File: src/hw/rtl/mikl_pkg.sv
`timescale 1ns / 1ps
// ----------------------------------------------------------------------------
// mikl_pkg
// Shared types and constants for the mecanum inverse kinematics block.
// ----------------------------------------------------------------------------
package mikl_pkg;

  localparam int VelW   = 16;
  localparam int ArmW   = 16;
  localparam int GainW  = 24;
  localparam int LimW   = 15;
  localparam int MotW   = 16;
  localparam int QDepth = 2;

  // configuration register indexes
  localparam logic [1:0] RegArmSum   = 2'd0;
  localparam logic [1:0] RegGain     = 2'd1;
  localparam logic [1:0] RegMaxSpeed = 2'd2;

  // command handed from front to back
  typedef struct packed {
    logic                   stop;
    logic signed [VelW-1:0] vx;
    logic signed [VelW-1:0] vy;
    logic signed [VelW-1:0] wz;
  } cmd_t;

  typedef struct packed {
    logic                   action;
    logic signed [MotW-1:0] m4;
    logic signed [MotW-1:0] m3;
    logic signed [MotW-1:0] m2;
    logic signed [MotW-1:0] m1;
  } res_t;

endpackage

File: src/hw/rtl/mikl_front.sv
`timescale 1ns / 1ps
// ----------------------------------------------------------------------------
// mikl_front
// Accepts commands, drops repeated stops, and queues work for the back end.
// ----------------------------------------------------------------------------
module mikl_front (
  input  logic                clk,
  input  logic                rst,
  input  logic                in_valid,
  output logic                in_ready,
  input  mikl_pkg::cmd_t      in_cmd,
  output logic                q_valid,
  input  logic                q_ready,
  output mikl_pkg::cmd_t      q_cmd
);
  import mikl_pkg::*;

  cmd_t       mem [QDepth];
  cmd_t       push_cmd;
  logic       wptr, rptr;
  logic [1:0] count;
  logic       stopped_latch;
  logic       is_zero, push, pop, acc;

  assign in_ready = (count != 2'(QDepth));
  assign acc      = in_valid && in_ready;
  assign is_zero  = (in_cmd.vx == '0) && (in_cmd.vy == '0) && (in_cmd.wz == '0);
  // a zero command after a stop makes no work
  assign push     = acc && !(is_zero && stopped_latch);
  assign q_valid  = (count != 2'd0);
  assign pop      = q_valid && q_ready;
  assign q_cmd    = mem[rptr];

  // queued command carries the stop flag
  always_comb begin
    push_cmd      = in_cmd;
    push_cmd.stop = is_zero;
  end

  always_ff @(posedge clk) begin
    if (push) begin
      mem[wptr] <= push_cmd;
    end
  end

  always_ff @(posedge clk) begin
    if (rst) begin
      wptr <= 1'b0; rptr <= 1'b0; count <= 2'd0; stopped_latch <= 1'b0;
    end else begin
      if (push) wptr <= ~wptr;
      if (pop) rptr <= ~rptr;
      count <= count + 2'(push) - 2'(pop);
      if (acc) stopped_latch <= is_zero;
    end
  end
endmodule

File: src/hw/rtl/mikl_back.sv
`timescale 1ns / 1ps
// ----------------------------------------------------------------------------
// mikl_back
// Sequencer for one command: wheel sums, gain multiply, limit scaling with a
// shared restoring divider, and an output register.
// ----------------------------------------------------------------------------
module mikl_back (
  input  logic                        clk,
  input  logic                        rst,
  input  logic [mikl_pkg::ArmW-1:0]   arm_sum,
  input  logic [mikl_pkg::GainW-1:0]  speed_gain,
  input  logic [mikl_pkg::LimW-1:0]   max_speed,
  input  logic                        q_valid,
  output logic                        q_ready,
  input  mikl_pkg::cmd_t              q_cmd,
  output logic                        out_valid,
  input  logic                        out_ready,
  output mikl_pkg::res_t              out_res
);
  import mikl_pkg::*;

  typedef enum logic [5:0] {
    S_IDLE = 6'b000001,
    S_ROT  = 6'b000010,
    S_MUL  = 6'b000100,
    S_CHK  = 6'b001000,
    S_DIV  = 6'b010000,
    S_OUT  = 6'b100000
  } st_t;

  st_t st;
  logic signed [VelW-1:0] vx, vy, wz;
  logic signed [32:0]     prod;
  logic signed [18:0]     wheel [4];
  logic signed [MotW-1:0] mot [4];
  logic [1:0]             idx;
  logic [15:0]            maxmag;
  logic [30:0]            rem;      // partial remainder
  logic [30:0]            num;      // dividend bits shifting out
  logic [14:0]            quo;
  logic [4:0]             bitc;
  logic signed [16:0]     rot;

  // multiply path: |wheel| * gain, one wheel per cycle
  logic signed [18:0] w_cur;
  logic [18:0]        w_mag;
  logic [42:0]        gprod;
  logic [22:0]        gq;
  logic [16:0]        sm;
  logic               sneg;
  logic signed [MotW-1:0] sv;
  logic [15:0]        sv_mag;
  logic [31:0]        rem_sh;
  logic signed [MotW-1:0] m_idx;
  logic [15:0]        m_idx_mag;
  logic [30:0]        sprod;

  assign rot   = 17'(prod >>> 16);
  assign w_cur = wheel[idx];
  assign w_mag = w_cur[18] ? 19'(-w_cur) : w_cur;
  assign gprod = 43'(w_mag) * 43'(speed_gain);
  assign gq    = gprod[42:20];
  // motors 2 and 4 negated
  assign sneg  = w_cur[18] ^ idx[0];
  assign sm    = (gq > 23'd32767) ? 17'd32768 : 17'(gq);
  always_comb begin
    if (sneg) sv = (sm == 17'd32768) ? -16'sd32768 : 16'(-sm);
    else sv = (sm == 17'd32768) ? 16'sd32767 : 16'(sm);
  end
  assign sv_mag    = sv[15] ? 16'(-sv) : 16'(sv);
  assign m_idx     = mot[idx];
  assign m_idx_mag = m_idx[15] ? 16'(-m_idx) : 16'(m_idx);
  assign rem_sh    = {rem, num[30]};
  // quotient never exceeds max_speed, so only the low 15 bits are worked out
  assign sprod     = 31'(m_idx_mag) * 31'(max_speed);

  assign q_ready = (st == S_IDLE) && !out_valid;

  always_ff @(posedge clk) begin
    if (rst) begin
      st <= S_IDLE; out_valid <= 1'b0;
    end else begin
      if (out_valid && out_ready) out_valid <= 1'b0;
      case (st)
        S_IDLE: begin
          if (q_valid && q_ready) begin
            if (q_cmd.stop) begin
              out_res   <= '0;
              out_valid <= 1'b1;
            end else begin
              vx <= q_cmd.vx; vy <= q_cmd.vy; wz <= q_cmd.wz;
              prod <= 33'($signed(q_cmd.wz)) * $signed({1'b0, arm_sum});
              st <= S_ROT;
            end
          end
        end
        S_ROT: begin
          wheel[0] <= 19'(vx) - 19'(vy) + 19'(rot);
          wheel[1] <= 19'(vx) + 19'(vy) - 19'(rot);
          wheel[2] <= 19'(vx) + 19'(vy) + 19'(rot);
          wheel[3] <= 19'(vx) - 19'(vy) - 19'(rot);
          idx <= 2'd0; maxmag <= '0;
          st <= S_MUL;
        end
        S_MUL: begin
          mot[idx] <= sv;
          if (sv_mag > maxmag) maxmag <= sv_mag;
          idx <= idx + 2'd1;
          if (idx == 2'd3) st <= S_CHK;
        end
        S_CHK: begin
          if (maxmag > 16'(max_speed)) begin
            // upper dividend bits are already below the divisor
            rem <= 31'(sprod[30:15]); num <= {sprod[14:0], 16'd0};
            bitc <= '0; st <= S_DIV;
          end else st <= S_OUT;
        end
        S_DIV: begin
          // restoring division, one quotient bit per cycle
          num <= num << 1;
          if (rem_sh >= 32'(maxmag)) begin
            rem <= 31'(rem_sh - 32'(maxmag)); quo <= {quo[13:0], 1'b1};
          end else begin
            rem <= 31'(rem_sh); quo <= {quo[13:0], 1'b0};
          end
          bitc <= bitc + 5'd1;
          if (bitc == 5'd14) begin
            st <= S_CHK;
            mot[idx] <= m_idx[15] ? -16'({quo[13:0], (rem_sh >= 32'(maxmag))})
                                  : 16'({quo[13:0], (rem_sh >= 32'(maxmag))});
            if (idx == 2'd3) st <= S_OUT;
            idx <= idx + 2'd1;
          end
        end
        S_OUT: begin
          out_res   <= '{action: 1'b1, m4: mot[3], m3: mot[2], m2: mot[1], m1: mot[0]};
          out_valid <= 1'b1;
          st <= S_IDLE;
        end
        default: st <= S_IDLE;
      endcase
    end
  end
endmodule

File: src/hw/rtl/mecanum_inverse_kinematics_limit_top.sv
`timescale 1ns / 1ps
// ----------------------------------------------------------------------------
// mecanum_inverse_kinematics_limit_top
// Chassis velocity command to four limited mecanum motor speeds.
// ----------------------------------------------------------------------------
// Without limiting, a command passes the rotation, multiply, check and output
// states; when the speed limit applies, the four scalings run one after another
// through one restoring divider that works out 15 quotient bits at one bit
// per cycle. A two-entry queue lets the front take commands while the back
// end works. Repeated zero commands are dropped at the front and produce no
// result.
module mecanum_inverse_kinematics_limit_top (
  input  logic        clk,
  input  logic        rst,
  input  logic        cfg_we,
  input  logic [1:0]  cfg_index,
  input  logic [23:0] cfg_data,
  input  logic        s_tvalid,
  output logic        s_tready,
  input  logic [47:0] s_tdata,   // vel_x, vel_y, omega_z
  output logic        m_tvalid,
  input  logic        m_tready,
  output logic [63:0] m_tdata,   // motor_one, motor_two, motor_three, motor_four
  output logic        m_tuser    // action
);
  import mikl_pkg::*;

  logic [ArmW-1:0]  arm_sum;
  logic [GainW-1:0] speed_gain;
  logic [LimW-1:0]  max_speed;
  cmd_t in_cmd, q_cmd;
  res_t res;
  logic q_valid, q_ready;

  always_ff @(posedge clk) begin
    if (rst) begin
      arm_sum <= 16'd10240; speed_gain <= 24'd1566000; max_speed <= 15'd8000;
    end else if (cfg_we) begin
      case (cfg_index)
        RegArmSum:   arm_sum    <= cfg_data[ArmW-1:0];
        RegGain:     speed_gain <= cfg_data;
        RegMaxSpeed: max_speed  <= cfg_data[LimW-1:0];
        default: ;
      endcase
    end
  end

  assign in_cmd = '{stop: 1'b0, vx: s_tdata[15:0], vy: s_tdata[31:16], wz: s_tdata[47:32]};

  mikl_front u_front (
    .clk, .rst, .in_valid(s_tvalid), .in_ready(s_tready), .in_cmd,
    .q_valid, .q_ready, .q_cmd
  );

  mikl_back u_back (
    .clk, .rst, .arm_sum, .speed_gain, .max_speed,
    .q_valid, .q_ready, .q_cmd,
    .out_valid(m_tvalid), .out_ready(m_tready), .out_res(res)
  );

  assign m_tdata = {res.m4, res.m3, res.m2, res.m1};
  assign m_tuser = res.action;

  // a stop result carries zero speeds
  a_stop_zero: assert property (@(posedge clk) disable iff (rst)
    m_tvalid && !m_tuser |-> m_tdata == '0) else $error("stop with speeds");
  // a waiting result is held until it is taken
  a_hold: assert property (@(posedge clk) disable iff (rst)
    m_tvalid && !m_tready |=> m_tvalid) else $error("result dropped");
endmodule

File: config.mk
export PLATFORM = sky130hd
export DESIGN_NAME = mecanum_inverse_kinematics_limit_top
export DESIGN_NICKNAME = d
export VERILOG_FILES = /design/src/hw/rtl/mikl_pkg.sv /design/src/hw/rtl/mikl_front.sv /design/src/hw/rtl/mikl_back.sv /design/src/hw/rtl/mecanum_inverse_kinematics_limit_top.sv
export SDC_FILE = /design/constraint.sdc
export NUM_CORES = 2
export LEC_CHECK = 0
export BUFFER_PORTS_ARGS = -buffer_cell sky130_fd_sc_hd__buf_2
export CORE_MARGIN = 5
export CORE_UTILIZATION = 59
export CTS_CLUSTER_DIAMETER = 80
export DETAILED_ROUTE_END_ITERATION = 10
export HOLD_SLACK_MARGIN = 0.02
export PLACE_DENSITY_LB_ADDON = 0.1
export SKIP_CTS_REPAIR_TIMING = 1
export SYNTH_ARGS = -nofsm -noshare
export SYNTH_HDL_FRONTEND = slang
export SYNTH_SLANG_ARGS = --single-unit
File: constraint.sdc
create_clock -name clk -period 13.3 [get_ports clk]
set_input_delay 2.66 -clock clk [delete_from_list [all_inputs] [get_ports clk]]
set_output_delay 2.66 -clock clk [all_outputs]
set_load 0.02 [all_outputs]
# Yosys cells after proc, flatten, opt, wreduce, memory -nomap -nowiden
# Memory sizes are Yosys's and may differ from the RTL's. A register that Yosys moved wholly into a read port is not among the register bits.
# Cells that the tools add are included.
[totals]
out_inout_bits = 67
wordCells = 154
inputBits = 79
n_memories = 3
register_bits = 296
ramBits = 238
[mem_list]
columns = ["name", "depth", "width", "rd", "rd_ports_with_merged_regs", "wr", "line_no", "rtl"]
rows = [
  ["u_front.mem", 2, 49, 1, 1, 1, "mikl_front.sv:18", "cmd_t mem [QDepth];"],
  ["u_back.wheel", 4, 19, 1, 1, 4, "mikl_back.sv:34", "logic signed [18:0] wheel [4];"],
  ["u_back.mot", 4, 16, 5, 1, 1, "mikl_back.sv:35", "logic signed [MotW-1:0] mot [4];"],
]
[classes]
mux = 51
add_sub_neg = 16
n_reduce_logical = 29
eq_ne = 19
bitwise = 6
mul = 3
order_cmp = 4
[op_table]
columns = ["operator", "n"]
rows = [
  ["2-to-1 mux 65 bit", 2],
  ["case mux 65 bit (2 select lines)", 1],
  ["2-to-1 mux 16 bit", 8],
  ["case mux 31 bit (2 select lines)", 2],
  ["2-to-1 mux 31 bit", 3],
  ["logical NOT 16 bit", 3],
  ["negator 16 bit", 3],
  ["multiplier 19 x 24 -> 43 bit", 1],
  ["adder 17 x 17 -> 18 bit", 2],
  ["2-to-1 mux 6 bit", 6],
  ["subtractor 17 x 17 -> 18 bit", 2],
  ["multiplier 16 x 17 -> 33 bit", 1],
  ["greater-or-equal comparator 32 x 16 -> 1 bit", 1],
  ["case mux 16 bit (2 select lines)", 1],
  ["multiplier 16 x 15 -> 31 bit", 1],
  ["subtractor 31 x 16 -> 31 bit", 1],
  ["case mux 6 bit (5 select lines)", 1],
  ["greater-than comparator 23 x 15 -> 1 bit, second input constant", 1],
  ["2-to-1 mux 19 bit", 1],
  ["negator 19 bit", 1],
  ["2-to-1 mux 1 bit", 18],
  ["adder 16 x 16 -> 17 bit", 1],
  ["equality test 17 x 16 -> 1 bit, second input constant", 1],
  ["2-to-1 mux 17 bit", 1],
  ["other kinds (35)", 65],
]

# Logic depth before layout (Yosys ltp)
[depth]
depth_word = 13
ltp_mapped = 65
mapped_depth_nobuf = 59

# Cells and area by module
# Synthesis repeated with hierarchy kept, for this count alone.
[hier_totals]
cells_unflattened = 5750
hier_area_um2 = 57153.6
[modules_own_cells]
columns = ["mod", "seq_area_each_um2", "area_each_um2", "n_inst", "cells_each"]
rows = [
  ["mikl_back", 10119.7, 50936.4, 1, 5325],
  ["mikl_front", 3062.9, 3941.3, 1, 202],
  ["mecanum_inverse_kinematics_limit_top", 1101.1, 2275.9, 1, 223],
]

# Least setup slack after synthesis
# Ideal clock, no wire load.
[synth_path]
kind = "reg2reg"
start = "register with a tool-made name"
end = "register u_back.maxmag[0] (enable)"
stages_incl_launch_ff = 58
t_arrival_ns = 14.078
required_ns = 12.906
synth_period_minus_slack_ns = 14.473
n_path_buf = 10
setup_ns = 0.394
setup_slack_ns = -1.173
cell_sequence = "dfxtp_1 -> buf_6 -> buf_1 -> buf_1 -> clkbuf_1 -> mux4_2 -> or2_2 -> o41ai_1 -> xnor2_1 -> clkbuf_1 -> nand2_1 -> fa_1 -> fa_1 -> inv_1 -> fa_1 -> fa_1 -> fa_1 -> inv_1 -> (+22 left out) -> nor2b_1 -> ha_1 -> o31ai_1 -> a211oi_2 -> nand3_1 -> o311ai_1 -> nand2_1 -> ha_1 -> a21oi_1 -> nor2b_1 -> o21ai_0 -> nand2b_1 -> a21oi_1 -> o31ai_1 -> a21o_1 -> a21oi_1 -> or3_1 -> a21oi_1"
[synth_lines]
columns = ["element", "line_no", "rtl"]
rows = [
  ["end signal, assigned", "mikl_back.sv:107", "if (sv_mag > maxmag) maxmag <= sv_mag;"],
  ["end, declared", "mikl_back.sv:37", "logic [15:0] maxmag;"],
]

==> impl_metrics.env <==
export IMPL_status="finished, final reports clean"
export IMPL_cts_clk_slew_worst_paths_ns=0.06
export IMPL_yosysWarnings=0
export IMPL_hold_viol=0
export IMPL_die_w_um=319.8
export IMPL_grt_pass1_wl_um=221200
export IMPL_clock_latency_ns=0.67
export IMPL_drive_above_1_share_pct=9.601
export IMPL_synth_seq_area_share_pct=25.23
export IMPL_slowest_stage="or4b_4"
export IMPL_cts_tree="done"
export IMPL_gp_congestion=0.9252
export IMPL_post_drt_wl_per_cell_um=19.17
export IMPL_synthesis_area_um2=56620
export IMPL_worst_pin_slew_ns=1.247
export IMPL_yosysTopAreaCell="fa_1"
export IMPL_place_area_um2=59130
export IMPL_cp_buffers_inverters=6
export IMPL_synth_cells=5750
export IMPL_finalSetupViolCount=0
export IMPL_drt_pass1_iter_count=5
export IMPL_grt_pass1_vias=41468
export IMPL_vias_per_cell=5.617
export IMPL_cts_num_sinks=499
export IMPL_period_share_pct=97.06
export IMPL_synth_enable_flop_cells=429
export IMPL_synth_ff_type="edfxtp_1"
export IMPL_grt_remaining_overflow=0
export IMPL_cp_start_kind="flip-flop"
export IMPL_fin_skew_ns=0.07959
export IMPL_hold_class="flip-flop to flip-flop"
export IMPL_core_area_um2=95150
export IMPL_yosys_top_cells_area="fa_1 27%, edfxtp_1 23%, ha_1 11%"
export IMPL_die_area_um2=102300
export IMPL_cap_violations=0
export IMPL_worst_endpoint_required_ns=13.62
export IMPL_maxSlewHeadroom_pct=16.26
export IMPL_min_period_ns=12.91
export IMPL_hold_worst_slack_ns=0.4551
export IMPL_crit_family="simple AND/OR/NAND/NOR gates"
export IMPL_synth_top_area_share_pct=26.59
export IMPL_final_antenna_net_count=0
export IMPL_synth_area_per_cell_um2=9.847
export IMPL_start_util_pct=59.50
export IMPL_crit_fanout=8
export IMPL_path_common_cell="fa_1"
export IMPL_final_area_um2=61470
export IMPL_htreeDepth=2
export IMPL_synth_seq_cells=499
export IMPL_drc=0
export IMPL_numCtsBuffers=54
export IMPL_area_growth_pct=8.572
export IMPL_io_pins=146
export IMPL_arrival_ns=13.23
export IMPL_drt_iter0_drc=2672
export IMPL_die_y_um=319.8
export IMPL_holdPathStages=0
export IMPL_antenna_found_initial=4
export IMPL_num_vias=40220
export IMPL_end_kind="flip-flop"
export IMPL_critPathMaxStageDelay_ns=0.59
export IMPL_rows=113
export IMPL_synth_cell_type_count=98
export IMPL_cts_buffer_depth=3
export IMPL_detailed_place_hpwl_um=108100
export IMPL_ctsRootBufferMaster="clkbuf_16"
export IMPL_slew_violations=0
export IMPL_max_freq_ghz=0.07747
export IMPL_io_buffers=145
export IMPL_utilization_pct=64.60
export IMPL_wirelength_um=137300
export IMPL_crit_type="flip-flop to flip-flop"
export IMPL_crit_cells=49
export IMPL_synth_async_sr_flop_share_pct=0
export IMPL_synth_most_common_cell="inv_1"
export IMPL_final_net_count=7180
export IMPL_grt_usage_pct=26.97
export IMPL_grt_start_max_net_pins=71
export IMPL_synthTopCellsByCount="1014 x inv_1, 768 x nand2_1, 752 x fa_1"
export IMPL_r2r_cells=49
## registers in the layout (all words and copies together), names as in the netlist, named ones only
name                   flops
u_back.mot                64
u_back.out_res            65
u_back.idx                 2
u_front.count              2
u_back.out_valid           1
u_back.num                15
u_front.stopped_latch      1
max_speed                 15
u_front.mem               98
u_back.prod               17
u_back.vx                 16
arm_sum                   16
u_back.st                  6
u_front.wptr               1
u_front.rptr               1
u_back.bitc                5
u_back.rem                31
u_back.maxmag             16
speed_gain                24
u_back.vy                 16
u_back.quo                14
u_back.wheel              70
## worst reg2reg max path, delay by kind of cell, from the launching register on
family	cells	cell delay, ns
multiplexers	2	0.81
adder cells (fa/ha/maj)	9	3.68
AND/OR/NAND/NOR	19	4.04
XOR/XNOR	2	0.41
buffers and inverters	6	0.75
flip-flops	1	0.40
AO/OA/AOI/OAI	11	2.45
## cells in the final DEF, fill, tap and decap left out, drive strengths merged, types with 15 or more instances in the layout
cell / instances
nand2: 768
nor2b: 90
and2: 377
edfxtp: 429
nand3b: 24
clkinv: 19
o21ai: 146
dfxtp: 70
clkbuf: 72
o21bai: 34
buf: 258
a21o: 39
and3: 34
mux4: 33
nor4: 29
or3: 33
o31ai: 29
nand2b: 48
fa: 752
mux2i: 28
a21boi: 24
nor3: 49
xor2: 58
a21oi: 223
ha: 498
conb: 24
xnor2: 135
nand4: 23
a31oi: 15
inv: 1019
or2: 22
nand3: 37
nor2: 207
mux2: 51
## stage by stage
stage / setup slack [ns] / cells / TNS, ns
after floorplan: 0.008432 / 5772 / 0
after global placement: -0.01559 / 7046 / -0.2410
after detailed placement: -0.1678 / 7046 / -2.681
after CTS: -0.3185 / 7146 / -5.089
after global routing: -0.05986 / 7160 / -0.6798
final: 0.3916 / 7161 / 0
## cell type report
| cell class | instances | area, µm² |
|---|---|---|
| multi-input cells | 4023 | 38330 |
| fillers | 7809 | 33680 |
| flip-flops and latches | 499 | 14290 |
| inverters | 1014 | 3811 |
| repair buffers | 259 | 1705 |
| well taps | 1265 | 1583 |
| clock buffers | 71 | 1425 |
| clock inverters | 29 | 325.3 |
| diodes | 1 | 2.502 |
## worst paths after layout
check,startpoint,endpoint,slack (ns)
max reg2reg,flip-flop,u_back.maxmag[2],0.39
max,flip-flop,u_back.maxmag[2],0.39
min reg2reg,u_back.quo[0],u_back.quo[1],0.46
min,u_back.quo[0],u_back.quo[1],0.46
## kinds of logic after synthesis
family | count (synthesis) | share of synthesized area [%]
and+or+nand+nor | 1792 | 15.63
adders and majority gates | 1250 | 37.59
buffers and inverters | 1250 | 8.340
AOI/OAI and AO/OA | 652 | 7.372
DFF | 499 | 25.23
xor gates and xnor gates | 193 | 2.986
muxes | 112 | 2.835
other | 2 | 0.01326
## layer usage
layer / wire length (µm) / global-route usage (%) / share of wire (%) / up-vias
met5: 31 / 0 / 0.023 / -
met4: 4147 / 7.317 / 3.0 / 4
met3: 8816 / 3.706 / 6.4 / 226
met2: 65770 / 45.58 / 48 / 1248
met1: 58510 / 37.06 / 43 / 20106
li1: - / - / - / 18636
Power is left out: the tool's default activity adds up to more than one toggle a clock period on the data nets, which glitch-free logic cannot reach.
